==> config.mk <==
export PLATFORM = sky130hd
export DESIGN_NAME = bss_cell
export DESIGN_NICKNAME = d
export VERILOG_FILES = /design/src/bss_pkg.sv /design/src/bss_cell.sv
export SDC_FILE = /design/constraint.sdc
export NUM_CORES = 1
export LEC_CHECK = 0
export CAP_MARGIN = 15
export CORE_AREA = 5 5 42 44
export DETAILED_ROUTE_END_ITERATION = 7
export DIE_AREA = 0 0 47 49
export DONT_BUFFER_PORTS = 1
export SKIP_LAST_GASP = 1
export SYNTH_ARGS = -nofsm -noshare
export SYNTH_HDL_FRONTEND = slang
export SYNTH_SLANG_ARGS = --single-unit
==> constraint.sdc <==
create_clock -name clock -period 0.8 [get_ports clock]
set_input_delay 0.12 -clock clock [delete_from_list [all_inputs] [get_ports clock]]
set_output_delay 0.12 -clock clock [all_outputs]
set_load 0.02 [all_outputs]
==> src/bss_pkg.sv <==
//------------------------------------------------------------------------------
// bss_pkg
// Shared widths, register indexes, cell control type and pattern helpers for
// the byte signature scanner.
//------------------------------------------------------------------------------
`default_nettype none

package bss_pkg;

   localparam int MAX_PATTERN    = 16;
   localparam int WIN_IDX_BITS   = $clog2(MAX_PATTERN);
   localparam int PLEN_BITS      = 5;
   localparam int DATA_BITS      = 8;
   localparam int OFFSET_BITS    = 32;
   localparam int CFG_BITS       = 64;
   localparam int CSR_INDEX_BITS = 2;

   localparam logic [OFFSET_BITS-1:0] OFFSET_MAX = {OFFSET_BITS{1'b1}};

   localparam logic [CSR_INDEX_BITS-1:0] CSR_PATTERN_LOW  = 2'd0;
   localparam logic [CSR_INDEX_BITS-1:0] CSR_PATTERN_HIGH = 2'd1;
   localparam logic [CSR_INDEX_BITS-1:0] CSR_PATTERN_LEN  = 2'd2;

   localparam logic [PLEN_BITS-1:0] PLEN_MIN = PLEN_BITS'(1);
   localparam logic [PLEN_BITS-1:0] PLEN_MAX = PLEN_BITS'(MAX_PATTERN);

   typedef struct packed {
      logic shift;
      logic clear;
   } cell_ctrl_type;

   function automatic logic [PLEN_BITS-1:0] effective_length(
      input logic [PLEN_BITS-1:0] len
   );
      logic [PLEN_BITS-1:0] n;
      n = len;
      if (n == '0) begin
         n = PLEN_MIN;
      end
      if (n > PLEN_MAX) begin
         n = PLEN_MAX;
      end
      return n;
   endfunction

   function automatic logic [DATA_BITS-1:0] pattern_byte(
      input logic [CFG_BITS-1:0]     low,
      input logic [CFG_BITS-1:0]     high,
      input logic [WIN_IDX_BITS-1:0] idx
   );
      logic [2*CFG_BITS-1:0] pat;
      pat = {high, low};
      return pat[idx*DATA_BITS +: DATA_BITS];
   endfunction

endpackage

`default_nettype wire

==> src/bss_cell.sv <==
//------------------------------------------------------------------------------
// bss_cell
// One window byte: holds a byte, passes it on to the next cell on a shift and
// compares the arriving byte against its pattern byte.
//------------------------------------------------------------------------------
`default_nettype none

module bss_cell import bss_pkg::*; (
   input  wire logic                 clock,
   input  wire logic                 reset,
   input  wire cell_ctrl_type        ctrl,
   input  wire logic [DATA_BITS-1:0] prev_byte,
   input  wire logic [DATA_BITS-1:0] expected,
   input  wire logic                 enable,
   output logic      [DATA_BITS-1:0] byte_out,
   output logic                      hit
);

   logic [DATA_BITS-1:0] byte_ff;
   logic [DATA_BITS-1:0] byte_in;

   always_comb begin
      byte_in = byte_ff;
      if (ctrl.clear) begin
         byte_in = '0;
      end else if (ctrl.shift) begin
         byte_in = prev_byte;
      end
   end

   always_ff @(posedge clock) begin
      if (reset) begin
         byte_ff <= '0;
      end else begin
         byte_ff <= byte_in;
      end
   end

   // compare the byte this cell will hold after the shift
   assign hit      = !enable || (prev_byte == expected);
   assign byte_out = byte_ff;

endmodule

`default_nettype wire

---- Word level (Yosys, flattened, before mapping) ----
Cells that the tools add are included.
storage, ports and cells
  input port bits ......................... 21
  register bits after elaboration ......... 8
  word-level logic and storage cells ...... 5
  output and inout port bits .............. 9
cells by class
  reductions and logical operators ........ 3
  equal/unequal tests ..................... 1
operator list
  operator            count
  8-bit == test       1
  2-bit OR reduction  1
  1-bit zero test     1
  1-bit logical OR    1

---- Depth between registers and ports, before layout ----
Gate-level depths: netlist of the first run.
  depth in word-level cells ............... 2
  mapped depth ............................ 3
  gate-level depth less buffers ........... 3

---- Least setup slack after synthesis of the first run ----
Ideal clock, no wire load.
  path type ............................... input-to-output
  start point ............................. input port prev_byte[5]
  end point ............................... output port hit
  buffers on the path ..................... 0
  cell stages on the path ................. 3
  data arrival time ....................... 0.692 ns
  data required time ...................... 0.680 ns
  path slack .............................. -0.012 ns
  cell sequence ........................... xnor2_1 nand4_1 o21ai_1
on the way
  word-level cells in the longest chain between the ends .. 2
RTL lines
  what              line            source
  from (decl)       bss_cell.sv:12  input wire logic [DATA_BITS-1:0] prev_byte,
  8-bit == test     bss_cell.sv:40  assign hit = !enable || (prev_byte == expected);
  1-bit logical OR  bss_cell.sv:40
  to (decl)         bss_cell.sv:16  output logic hit
Every way passes these cells.

---- Worst setup path in the final report of the first run ----
  start point ............................. register byte_ff[6], in the netlist byte_out[6]
  end point ............................... output port byte_out[6]
RTL lines
  what                    line            source
  from (decl)             bss_cell.sv:19  logic [DATA_BITS-1:0] byte_ff;
  from (signal assigned)  bss_cell.sv:35  byte_ff <= byte_in;
  to (decl)               bss_cell.sv:15  output logic [DATA_BITS-1:0] byte_out,
No word-level cell between the ends.

==> results of run 1 <==
Yosys cell counts:
cell	count	share of area, %
buf_4	1	2.0
buf_6	1	2.9
dfxtp_1	8	42
mux2i_1	8	21
nand4_1	2	3.3
nor2_1	8	7.8
o21ai_1	1	1.3
or2_1	1	1.6
xnor2_1	8	18
power by group through the flow:
stage / logic, mW / clock network (mW) / registers [mW]
5_1_grt: 0.165 / 0.358 / 0.425
4_1_cts: 0.155 / 0.322 / 0.423
6_report: 0.155 / 0.304 / 0.423
2_1_floorplan: 0.0940 / 0 / 0.443
3_5_place_dp: 0.127 / 0 / 0.427
3_3_place_gp: 0.127 / 0 / 0.426
per-stage QoR:
stage	setup TNS (ns)	cells
floorplan	0	38
global placement	-0.0236	60
detailed placement	-0.0225	60
CTS	-0.167	63
global route	-0.413	63
finish	-0.0711	63
cells by family after synthesis:
| kind of cell | after synthesis | synth area share (%) |
|---|---|---|
| flops | 8 | 41.8 |
| compound gates | 1 | 1.31 |
| xor+xnor | 8 | 18.3 |
| mux | 8 | 20.9 |
| buf+inv | 2 | 4.90 |
| simple gates | 11 | 12.7 |
worst max-delay path by stage:
stage | endpoint | from | slack (ns)
after floorplan | hit | prev_byte[5] | 0.05
after global placement | hit | prev_byte[6] | -0.02
after detailed placement | hit | prev_byte[1] | -0.02
after CTS | byte_out[2] | byte_out[2] | -0.03
after global routing | byte_out[2] | byte_out[2] | -0.06
final | byte_out[6] | byte_out[6] | -0.02
layer usage:
layer	up-vias	track usage (%)	wire length [um]
met3	2	6.27	133
met2	18	12.9	423
met4	0	5.53	10
met1	123	10.9	349
li1	144	-	-
met5	-	0	0
final cells by class:
type                    instances  area (sq um)
multi-input cells              28           256
flip-flops and latches          8           170
clock buffers                   3          22.5
well taps                      16          20.0
fillers                       153           842
repair buffers                  8          90.1
timing repair:
item,CTS,global route
resized for setup,21,1
hold buffers,0,0
hold endpoints to repair,0,0
setup endpoints to repair,9,9
pin swaps,3,0
==> results.json, run 1 <==
{
  "die-area_sq_um": 2300,
  "pwr-share-comb_pct": 17.6,
  "largest_reg_flops": 8,
  "cpPeakStageDelay_ns": 0.34,
  "grt_pass1_wl_um": 1530,
  "max_freq_mhz": 1220,
  "grt_usage_pct": 9.53,
  "crit_chain": "buf_6",
  "drtPass1Iterations": 1,
  "final_hold_viol_count": 0,
  "drtAntennaViolNets": 0,
  "crit_cells": 1,
  "crit_path_top_delay_cell": "dfxtp_2",
  "path_max_fanout": 2,
  "drtIter0Drc": 0,
  "power.switching_mw": 0.200,
  "tightest_slew_ns": 0.293,
  "ff2ff_setup_slack_ns": 0.18,
  "yosysSeqAreaShare_pct": 41.8,
  "cts.path.max_buffers": 2,
  "whs_path_depth": 2,
  "cp-start-kind": "register",
  "antenna_found_initial": 0,
  "cp-end-kind": "output port",
  "grt_max_degree": 9,
  "intPower_mw": 0.683,
  "avgRoutedWirePerCell_um": 14.5,
  "reg2reg_depth": 2,
  "synth.avg_cell_area_sq_um": 10.1,
  "synth_nets": 59,
  "setup-violations-final": 8,
  "final_core_util_pct": 39.9,
  "cellLeakagePower_nw": 0.235,
  "drcViolationCount": 0,
  "run_status": "finished, violations left",
  "die_h_um": 49,
  "cts.sinks": 8,
  "place_area_sq_um": 448,
  "htreeDepth": 1,
  "grt_overflow": 0,
  "arrival_ns": 0.70,
  "rows": 14,
  "cts_root_buf": "clkbuf_4",
  "regToRegEndpoint": "byte_out[4]",
  "setup_ws_ns": -0.0167,
  "syn2layout_area_growth_pct": 46.1,
  "vdd_drop_max_mv": 0.724,
  "io_buffers": 0,
  "hp-start": "prev_byte[2]",
  "slew_viol_final": 0,
  "clk_pin_slew_ns": 0.06,
  "die-width_um": 47,
  "synth.yosys.warnings": 0,
  "finalNetCount": 70,
  "p_sw_share_pct": 22.6,
  "maxSlewHeadroom_pct": 80.5,
  "totalWireLength_um": 916,
  "syn_inst": 38,
  "synth_cell_types": 9,
  "gp_congestion": 0.578,
  "cts_setup_buffers": 0,
  "whs_ns": 0.0205,
  "antenna_cells": 0,
  "core_sq_um": 1400,
  "grt_setup_unrepaired": "true",
  "crit_buf_inv": 1,
  "rr_startpoint": "byte_out[4]",
  "fin_total_pwr_mw": 0.882,
  "holdPathEnd": "byte_out[2]",
  "place_hpwl_um": 722,
  "viasPerCell": 4.56,
  "cp_top_family": "flip-flops",
  "cts_tree": "built",
  "start_util_pct": 27.3,
  "numCtsBuffers": 3,
  "post-route-period-util_pct": 102,
  "power_frac_seq_pct": 47.9,
  "hold_class": "input port to register",
  "dp_slack_ns": -0.0225,
  "mostFrequentLayoutCells": "mux2i_1, nor2_1, dfxtp_2, buf_6, xnor2_1",
  "final.min_clock_period_ns": 0.817,
  "fin_skew_ns": 0,
  "ys_seq_elements": 8,
  "io_pins": 30,
  "p_per_area_nw_per_um2": 1580,
  "p_clk_share_pct": 34.5,
  "vias": 287,
  "grt_pass1_vias": 349,
  "failed_checks": "setup timing",
  "drv_cap": 0,
  "final_area_sq_um": 559,
  "drive_above_1_share_pct": 51.1,
  "required_ns": 0.68,
  "insertion_delay_ns": 0.24,
  "crit_type": "register to output port",
  "syn_area_sq_um": 383
}
No activity file was read; power rests on OpenSTA's default activity.
==> run 2: changes to the inputs <==
--- a/config.mk
+++ b/config.mk
@@ -6,10 +6,13 @@
 export NUM_CORES = 1
 export LEC_CHECK = 0
 export CAP_MARGIN = 15
+export CELL_PAD_IN_SITES_DETAIL_PLACEMENT = 1
+export CELL_PAD_IN_SITES_GLOBAL_PLACEMENT = 1
 export CORE_AREA = 5 5 42 44
 export DETAILED_ROUTE_END_ITERATION = 7
 export DIE_AREA = 0 0 47 49
 export DONT_BUFFER_PORTS = 1
+export PLACE_DENSITY_LB_ADDON = 0.1
 export SKIP_LAST_GASP = 1
 export SYNTH_ARGS = -nofsm -noshare
 export SYNTH_HDL_FRONTEND = slang
==> run 2 against run 1 <==
  * The flow still finishes with violations (setup timing)
  * Clock power is essentially flat
  * Count of clock-buffer cells in the layout is the same
  * Critical path depth is the same
  * Register-to-register slack worse by 0.04 ns
  * First-iteration DRC count unchanged
  * Final cell count fell by 3.2%
  * Flip-flop and latch count unchanged
  * Combinational power is 5% higher
  * Sequential power increased by 0.9%
  * Worst setup slack improved by 0.00085 ns
  * Hold slack improved by 0.00073 ns
  * Largest cell class unchanged
==> results.json, run 2 (same netlist as run 1, synthesis figures left out) <==
{
  "htreeDepth": 1,
  "fin_total_pwr_mw": 0.894,
  "cpPeakStageDelay_ns": 0.34,
  "vdd_drop_max_mv": 0.823,
  "grt_usage_pct": 9.52,
  "crit_type": "register to output port",
  "use_met1_pct": 10.8,
  "grt_overflow": 0,
  "largest_reg_flops": 8,
  "cts_tree": "built",
  "drtIter0Drc": 0,
  "setup_ws_ns": -0.0158,
  "cp-end-kind": "output port",
  "slew_viol_final": 0,
  "grt_max_degree": 9,
  "vias": 288,
  "failed_checks": "setup timing",
  "totalWireLength_um": 1020,
  "drv_cap": 0,
  "rows": 14,
  "run_status": "finished, violations left",
  "crit_cells": 1,
  "hold_class": "input port to register",
  "fin_skew_ns": 0,
  "max_freq_mhz": 1230,
  "cp_top_family": "flip-flops",
  "whs_ns": 0.0213,
  "insertion_delay_ns": 0.24,
  "numCtsBuffers": 3,
  "grt_setup_unrepaired": "true",
  "cp-start-kind": "register",
  "post-route-period-util_pct": 102,
  "grt.busiest_layer": "met2",
  "die-area_sq_um": 2300,
  "avgRoutedWirePerCell_um": 16.6,
  "place_area_sq_um": 433,
  "die_h_um": 49,
  "maxSlewHeadroom_pct": 80.2,
  "cts_root_buf": "clkbuf_4",
  "cts.path.max_buffers": 2,
  "antenna_cells": 0,
  "whs_path_depth": 2,
  "mostFrequentLayoutCells": "mux2i_1, nor2_1, dfxtp_2",
  "cts_setup_buffers": 0,
  "viasPerCell": 4.72,
  "gp_congestion": 0.623,
  "cts.sinks": 8,
  "drive_above_1_share_pct": 55.6,
  "core_sq_um": 1400,
  "crit_chain": "buf_6",
  "gr-usage-met3_pct": 4.80,
  "grt_pass1_vias": 360,
  "grt_pass1_wl_um": 1550,
  "place_hpwl_um": 834,
  "reg2reg_depth": 2,
  "antenna_found_initial": 0,
  "crit_buf_inv": 1,
  "finalNetCount": 68,
  "die-width_um": 47,
  "io_buffers": 0,
  "crit_path_top_delay_cell": "dfxtp_2",
  "dp_slack_ns": -0.00923,
  "final_hold_viol_count": 0,
  "fillCellCount": 156,
  "start_util_pct": 27.3,
  "grt_util_met2_pct": 15.2,
  "path_max_fanout": 2,
  "arrival_ns": 0.70,
  "tightest_slew_ns": 0.297,
  "clk_pin_slew_ns": 0.06,
  "cellLeakagePower_nw": 0.242,
  "required_ns": 0.68,
  "io_pins": 30,
  "setup-violations-final": 6,
  "ctsHoldBuffers": 0,
  "final.min_clock_period_ns": 0.816,
  "syn2layout_area_growth_pct": 50.0,
  "drtPass1Iterations": 1,
  "drtAntennaViolNets": 0,
  "p_per_area_nw_per_um2": 1560,
  "drcViolationCount": 0,
  "final_area_sq_um": 574
}
-- run 2: where the power goes --
part           internal (mW)  switching, mW  leakage (nW)
clock                  0.171          0.132        0.0138
sequential             0.415         0.0128        0.0688
combinational          0.111         0.0515         0.159
total                  0.697          0.197         0.242
-- run 2: path summary, 6_finish.rpt --
| kind | from | endpoint | slack (ns) |
|---|---|---|---|
| worst max register to register | byte_out[4] | byte_out[4] | 0.14 |
| worst max-delay path | byte_out[5] | byte_out[5] | -0.02 |
| worst min-delay path | prev_byte[1] | byte_out[1] | 0.02 |
| worst min register to register | byte_out[7] | byte_out[7] | 0.50 |
-- run 2: per-stage QoR --
| step | TNS, ns | util [%] | instances |
|---|---|---|---|
| 3_5_place_dp | -0.00923 | 30.9 | 58 |
| 3_3_place_gp | -0.00538 | 30.9 | 58 |
| 4_1_cts | -0.146 | 37.2 | 61 |
| 5_1_grt | -0.242 | 41.0 | 61 |
| 6_report | -0.0573 | 41.0 | 61 |
| 2_1_floorplan | 0 | - | 38 |
-- run 2: timing repair --
action                                 4_1_cts  5_1_grt
setup endpoints to repair                    9        7
pin swaps                                    3        2
gates resized for setup                     18        6
endpoints found under the hold margin        0        0
-- run 2: layout make-up --
type                       instances  area, sq um  area share (%)
sequential                         8          170            29.6
timing repair buffer               6         67.6            11.8
multi-input combinational         28          294            51.2
tap                               16         20.0            3.49
clock buffer                       3         22.5            3.92
-- run 2: worst register-to-register path: cells and delay by family, from the launching register on --
kind	cells	cell delay, ns
flops	1	0.35
simple gates	1	0.05
mux	1	0.14
-- run 2: routing by layer --
layer	wire length, um	vias to the layer above
met3	100	0
met4	0	0
met1	358	134
li1	-	141
met2	557	13
met5	0	-
